**src/rtl/assert_macros.svh**
```systemverilog
// Assertion macros shared by the channel busy meter RTL.
// No dependencies.
`ifndef ASSERT_MACROS_SVH
`define ASSERT_MACROS_SVH
`define ASSERT_IMPL(label, clk, rst, a, c) \
   label: assert property (@(posedge clk) disable iff (rst) (a) |-> (c)) \
      else $error("assertion failed");
`define ASSERT_NEXT(label, clk, rst, a, c) \
   label: assert property (@(posedge clk) disable iff (rst) (a) |=> (c)) \
      else $error("assertion failed");
`endif

```
**src/rtl/cbpm_pkg.sv**
```systemverilog
// Types and constants of the channel busy percentage meter.
// No dependencies.
`default_nettype none
package cbpm_pkg;
   localparam int unsigned TIME_W = 40;
   localparam int unsigned TOTAL_W = 48;
   localparam int unsigned CBP_W = 23;
   localparam int unsigned BUSY_W = 32;
   localparam int unsigned WIN_W = 24;
   localparam int unsigned WGT_W = 17;
   localparam int unsigned CSR_DATA_W = 24;
   localparam int unsigned CSR_IDX_W = 2;
   localparam logic [CSR_IDX_W-1:0] CSR_WINDOW = 2'd0;
   localparam logic [CSR_IDX_W-1:0] CSR_WEIGHT = 2'd1;
   localparam logic [CSR_IDX_W-1:0] CSR_RETAIN = 2'd2;
   localparam logic [CBP_W-1:0] CBP_FULL = 23'd6553600;
   localparam logic [WGT_W-1:0] ONE_Q16 = 17'd65536;
   localparam int unsigned PCT_DIV_W = 47;

   typedef enum logic [3:0] {
      ST_IDLE, ST_EVENT, ST_SCAN_RD, ST_SCAN, ST_SCAN_LAST, ST_DIV, ST_EWMA1, ST_EWMA2,
      ST_OUT, ST_PURGE_RD, ST_PURGE, ST_PURGE_LAST
   } state_type;

   typedef struct packed {
      logic event_go;
      logic scan_clear;
      logic scan_acc;
      logic div_start;
      logic ewma1;
      logic ewma2;
      logic out_load;
      logic purge_chk;
      logic purge_done;
      logic idx_clear;
      logic idx_inc;
   } cmd_type;

   typedef struct packed {
      logic win_zero;
      logic div_done;
      logic idx_last;
      logic purge_due;
   } sts_type;
endpackage
`default_nettype wire

```
**src/rtl/cbpm_ctrl.sv**
```systemverilog
// Controller: sequences events, window scan, division, EWMA, output and purge.
// Depends on cbpm_pkg.
`default_nettype none
`include "assert_macros.svh"
module cbpm_ctrl (
   input  wire                    clock,
   input  wire                    reset,
   input  wire                    req_fire,
   input  wire                    req_action,
   input  wire                    rsp_taken,
   input  wire cbpm_pkg::sts_type sts,
   output cbpm_pkg::cmd_type      cmd,
   output logic                   req_ready,
   output logic                   rsp_valid
);
   import cbpm_pkg::*;
   state_type state_ff, state_in;
   logic rsp_valid_ff, rsp_valid_in;

   always_ff @(posedge clock) begin
      if (reset) begin
         state_ff <= ST_IDLE;
         rsp_valid_ff <= 1'b0;
      end else begin
         state_ff <= state_in;
         rsp_valid_ff <= rsp_valid_in;
      end
   end

   always_comb begin
      state_in = state_ff;
      cmd = '0;
      rsp_valid_in = rsp_valid_ff && !rsp_taken;
      req_ready = 1'b0;
      case (state_ff)
         ST_IDLE: begin
            req_ready = 1'b1;
            if (req_fire) state_in = req_action ? ST_SCAN_RD : ST_EVENT;
         end
         ST_EVENT: begin
            cmd.event_go = 1'b1;
            state_in = ST_IDLE;
         end
         ST_SCAN_RD: begin
            cmd.scan_clear = 1'b1;
            cmd.idx_inc = 1'b1;
            state_in = sts.win_zero ? ST_OUT : ST_SCAN;
         end
         ST_SCAN: begin
            cmd.scan_acc = 1'b1;
            cmd.idx_inc = 1'b1;
            if (sts.idx_last) state_in = ST_SCAN_LAST;
         end
         ST_SCAN_LAST: begin
            cmd.scan_acc = 1'b1;
            state_in = ST_DIV;
         end
         ST_DIV: begin
            cmd.div_start = 1'b1;
            state_in = ST_EWMA1;
         end
         ST_EWMA1: begin
            if (sts.div_done) state_in = ST_EWMA2;
         end
         ST_EWMA2: begin
            cmd.ewma1 = 1'b1;
            cmd.ewma2 = 1'b1;
            state_in = ST_OUT;
         end
         ST_OUT: begin
            if (!rsp_valid_ff) begin
               cmd.out_load = 1'b1;
               rsp_valid_in = 1'b1;
               cmd.idx_clear = 1'b1;
               state_in = (!sts.win_zero && sts.purge_due) ? ST_PURGE_RD : ST_IDLE;
            end
         end
         ST_PURGE_RD: begin
            cmd.idx_inc = 1'b1;
            state_in = ST_PURGE;
         end
         ST_PURGE: begin
            cmd.purge_chk = 1'b1;
            cmd.idx_inc = 1'b1;
            if (sts.idx_last) state_in = ST_PURGE_LAST;
         end
         ST_PURGE_LAST: begin
            cmd.purge_chk = 1'b1;
            cmd.purge_done = 1'b1;
            cmd.idx_clear = 1'b1;
            state_in = ST_IDLE;
         end
         default: state_in = ST_IDLE;
      endcase
   end

   assign rsp_valid = rsp_valid_ff;

   `ASSERT_NEXT(a_out_valid, clock, reset, cmd.out_load, rsp_valid_ff)
   `ASSERT_IMPL(a_ready_idle, clock, reset, req_ready, state_ff == ST_IDLE)
endmodule
`default_nettype wire

```
**config.mk**
```make
export PLATFORM = sky130hd
export DESIGN_NAME = cbpm_ctrl
export DESIGN_NICKNAME = d
export VERILOG_FILES = /design/src/rtl/cbpm_pkg.sv /design/src/rtl/cbpm_ctrl.sv
export VERILOG_INCLUDE_DIRS = /design/src /design/src/rtl
export SDC_FILE = /design/constraint.sdc
export NUM_CORES = 1
export LEC_CHECK = 0
export BUFFER_PORTS_ARGS = -buffer_cell sky130_fd_sc_hd__buf_2
export CAP_MARGIN = 20
export CORE_AREA = 2 2 39 41
export CTS_CLUSTER_DIAMETER = 60
export DETAILED_ROUTE_END_ITERATION = 12
export DIE_AREA = 0 0 41 43
export PLACE_DENSITY = 0.71
export REMOVE_ABC_BUFFERS = 1
export SYNTH_ARGS = -nofsm -noshare
export SYNTH_HDL_FRONTEND = slang
export SYNTH_SLANG_ARGS = --single-unit
```
**constraint.sdc**
```tcl
create_clock -name clock -period 1.95 [get_ports clock]
set_clock_uncertainty 0.2 [all_clocks]
set_input_delay 0.195 -clock clock [delete_from_list [all_inputs] [get_ports clock]]
set_output_delay 0.195 -clock clock [all_outputs]
set_load 0.005 [all_outputs]
```
# After elaboration in Yosys (flattened, before gate mapping)

Index checks and enable logic that the tools add are counted.

Mux-type cells: 23
Shift operators: 0
Divide/modulo/power cells: 0
Reduce and logical (&&, ||, !) cells: 9
Eq/ne operators: 16
$add $sub $neg: 0
$mul: 0
Order comparisons: 0
Bitwise operators: 0

Operators with widths:

| kind                                                                  | number |
|---|---|
| 4-bit one-hot mux with 10 select lines                                | 1 |
| 4-bit 2-to-1 mux                                                      | 7 |
| 4-bit by 3-bit equality test with 1-bit output, second input constant | 4 |
| 4-bit equality test, second input constant                            | 4 |
| 1-bit 2-to-1 mux                                                      | 12 |
| 2-bit != test, second input constant                                  | 5 |
| 4-bit by 2-bit equality test with 1-bit output, second input constant | 2 |
| 5-bit AND reduction                                                   | 1 |
| 4-bit by 1-bit equality test with 1-bit output, second input constant | 1 |
| 4-bit logical NOT                                                     | 1 |
| 2-bit 2-to-1 mux                                                      | 2 |
| 2-bit OR reduction                                                    | 2 |
| 4-bit OR reduction                                                    | 1 |
| 1-bit logical AND                                                     | 2 |
| 1-bit logical NOT                                                     | 2 |
| 1-bit one-hot mux with 2 select lines                                 | 1 |

Memory bits (read-only): 0
Register bits: 5
Bits of input ports: 9
Memory bits (writable): 0
Bits in latches: 0
Memories: 0
Output and inout bits: 13
Logic and storage cells: 50

# Longest topological paths before layout

Depth in word-level cells: 5
Gate-level depth with buffers: 6
Mapped depth without buffers: 5

# Worst setup path after synthesis

Ideal clock, no wire load.

Path type: register to register
From: register state_ff[3]
To: register state_ff[3]
Arrival: 1.402 ns
Path buffers: 1
Period minus slack after synthesis: 1.682 ns
Cell stages (with the launch flop): 6
Setup slack: 0.268 ns
Setup time: 0.079 ns
Path through: dfxtp_1 -> buf_6 -> or4_4 -> a31oi_4 -> a211oi_1 -> a211oi_2

Cells in the longest elaborated chain, start to end: 3
Elaborated cells on any way between the ends: 17
Classes of those cells: eq/ne (14); mux (1); reduce/logical (2)

RTL lines:

| what                                              | RTL line        | text |
|---|---|---|
| start, declared                                   | cbpm_ctrl.sv:17 | `state_type state_ff, state_in;` |
| start signal, assigned                            | cbpm_ctrl.sv:25 | `state_ff <= state_in;` |
| 4-bit equality test, or another cell as far along | cbpm_ctrl.sv:35 | `case (state_ff)` |
| 2-bit != test (no source line)                    | --              |  |
| 5-bit AND reduction (no source line)              | --              |  |

Parallel ways exist; a longest one is shown, timed or not.
A chain may end at the register's enable or synchronous reset.

==> impl_metrics.yaml <==
global_route:
  antenna_found_initial: 0
  grt_use_total_pct: 20.7
  grt_pass1_vias: 588
  grt_pass1_wl_um: 2460
  grt_max_degree: 17
  grt_overflow: 0
job:
  cap_violations: 0
critical_path:
  cp.buffers_inverters: 1
  crit_arrival_ns: 1.47
  required_ns: 1.55
  crit_family: "simple AND/OR/NAND/NOR gates"
  cp-end-kind: "primary output"
  crit_path_cell_trace: "or2_4 -> or3_4 -> o21ai_0 -> buf_2"
  max_stage_delay_ns: 0.38
  crit_type: "register to primary output"
  path_max_fanout: 10
  cp_slowest_cell: "or3_4"
  startpoint_type: "register"
floorplanning:
  die_h_um: 43
  ios: 22
  placementRows: 14
  die_w_um: 41
  core_um2: 1380
  die_area_um2: 1760
  start_util_pct: 40.9
clocking:
  clk_pin_slew_worst_paths_ns: 0.04
  cts_made_buffers: 3
  clk_path_buf_depth: 2
  cts_max_level: 1
  worst_skew_pair.late_latency_ns: 0.24
  cts_tree: "built"
  clkSinkCount: 5
  clock-root-buffer: "clkbuf_4"
sta:
  maxSlewViolCount: 0
  timing.fmax_mhz: 536
  whs_ns: 0.0916
  rsz0062_at_grt: "no"
  worst_pin_slew_ns: 0.332
  slew-limit-headroom_pct: 77.6
  hold_viol: 0
  period_needed_ns: 1.87
  fin_crit_sh_pct: 95.7
  finalSetupViolCount: 0
  fin_setup_tns_ns: 0
drt:
  vias: 656
  firstDrtPassIters: 4
  ant_nets: 0
  route.met3.wl_um: 83
  drcViolationCount: 0
  drtIter0Drc: 15
  routed_wl_um: 1550
  top_layer: "met4"
  wl_met2_um: 758
  wl_per_cell_um: 12.8
  viasPerCell: 5.42
  m1WireLength_um: 634
synth:
  synth_top_area_cell: "dfxtp_1"
  ys_async_sr_fraction_pct: 0
  synth-seq-cells: 5
  synthCells: 79
  yosys-top-cells-area: "dfxtp_1, nor2_1, a21oi_1, a2111oi_4, nand2b_1"
  syn_area_um2: 566
  synthDistinctLibCells: 32
  yosys_most_used_dff: "dfxtp_1"
  synth_most_common_cell: "nor2_1"
  yosys-top-cells-count: "nor2_1, a21oi_1, dfxtp_1, inv_1, nor3_1"
  yosysTopAreaCellShare_pct: 17.7
  ys_seq_area_share_pct: 17.7
  yosysWarnings: 0
  synth_edf_count: 0
  syn_avg_cell_area_um2: 7.16
finish:
  regArea_um2: 106
  area_delta_synth_final_pct: 31.9
  drive_gt1_share_pct: 40.0
  postLayoutCellArea_um2: 746
  multiInputGateArea_um2: 407
  final_nets: 115
  n_antenna_cell: 0
  final_util_pct: 53.9
  num-fill-cells: 148
power_and_ir_drop:
  p_per_area_nw_per_um2: 1410
  irDropWorstVdd_mv: 0.510
  p_leak_nw: 0.338
placement:
  portBuffers: 21
  gp_congestion: 0.898
  hpwl_um: 1170
  place_area_um2: 688
status:
  status: "finished clean"
worst_hold_path:
  hp-class: "input port to register"
[report_power, final]
| group | switching [mW] | leakage, nW | total (mW) | internal (mW) |
|---|---|---|---|---|
| sequential | 0.0960 | 0.0423 | 0.246 | 0.150 |
| clock | 0.0448 | 0.0150 | 0.122 | 0.0775 |
| combinational | 0.338 | 0.281 | 0.682 | 0.344 |
| total | 0.479 | 0.338 | 1.05 | 0.571 |
[metrics by stage]
| stage | std cells | power [mW] | worst slack, ns |
|---|---|---|---|
| floorplan | 72 | 0.634 | 0.157 |
| global placement | 115 | 0.870 | 0.108 |
| detailed placement | 115 | 0.881 | 0.0838 |
| CTS | 120 | 1.02 | 0.0232 |
| global route | 121 | 1.15 | 0.0157 |
| finish | 121 | 1.05 | 0.0841 |
[flip-flops by register name, summed over array words and instances (netlist names)]
signal	flops
state_ff	4
rsp_valid	1
[placed cells by master, fill, tap and decap left out, types with 2 or more instances in the layout]
master,instances
or3_1,2
nor2_1,12
buf_4,7
clkbuf_4,3
nor3_1,5
xnor2_1,2
inv_1,4
nor3b_1,2
nor2b_1,3
dfxtp_1,2
dfxtp_2,2
a21oi_1,6
nand2_1,4
o21ai_0,4
nand2b_1,4
buf_2,21
a211oi_1,2
[worst reg2reg max path, delay by kind of cell (launching register included)]
| kind | cells | cell delay [ns] |
|---|---|---|
| compound gates | 3 | 0.55 |
| flops | 1 | 0.38 |
| simple gates | 2 | 0.54 |
[kinds of logic (layout without fill, tap and decap cells)]
group                     Yosys count  count (layout)  synth area share [%]
AOI/OAI and AO/OA                  21              21                  30.1
and+or+nand+nor                    38              38                  35.6
buffers and inverters              12              38                  11.7
muxes                               1               1                  1.77
xor gates and xnor gates            2               2                  3.10
DFF                                 5               5                  17.7
[layout make-up]
class | count | share of cell area (%)
multi-input cells | 62 | 54.5
repair buffers | 29 | 22.5
flip-flops and latches | 5 | 14.3
clock buffers | 4 | 3.52
well taps | 16 | 2.68
inverters | 5 | 2.52
[per-layer routing]
metal	GRT usage [%]	vias up
met5	0	-
met4	12.7	0
met3	6.28	6
met2	27.5	27
met1	28.0	291
li1	-	332
[worst paths after layout]
path | start | to | slack, ns | cells after the start
max | state_ff[0]$_SDFFE_PP0P_ | cmd[1] | 0.08 | 4
min | sts[1] | state_ff[0]$_SDFFE_PP0P_ | 0.09 | 3
max reg2reg | state_ff[1]$_SDFFE_PP0P_ | state_ff[1]$_SDFFE_PP0P_ | 0.19 | 5
min reg2reg | rsp_valid$_SDFF_PP0_ | rsp_valid$_SDFF_PP0_ | 0.42 | 2
[timing repair]
action                                  in CTS  in global routing
hold buffers                                 1                  0
endpoints found under the setup margin       2                  3
buffers inserted                             0                  1
hold endpoints to repair                     1                  0
gates resized for setup                      3                  4
Power figures use the tool's default switching activity.
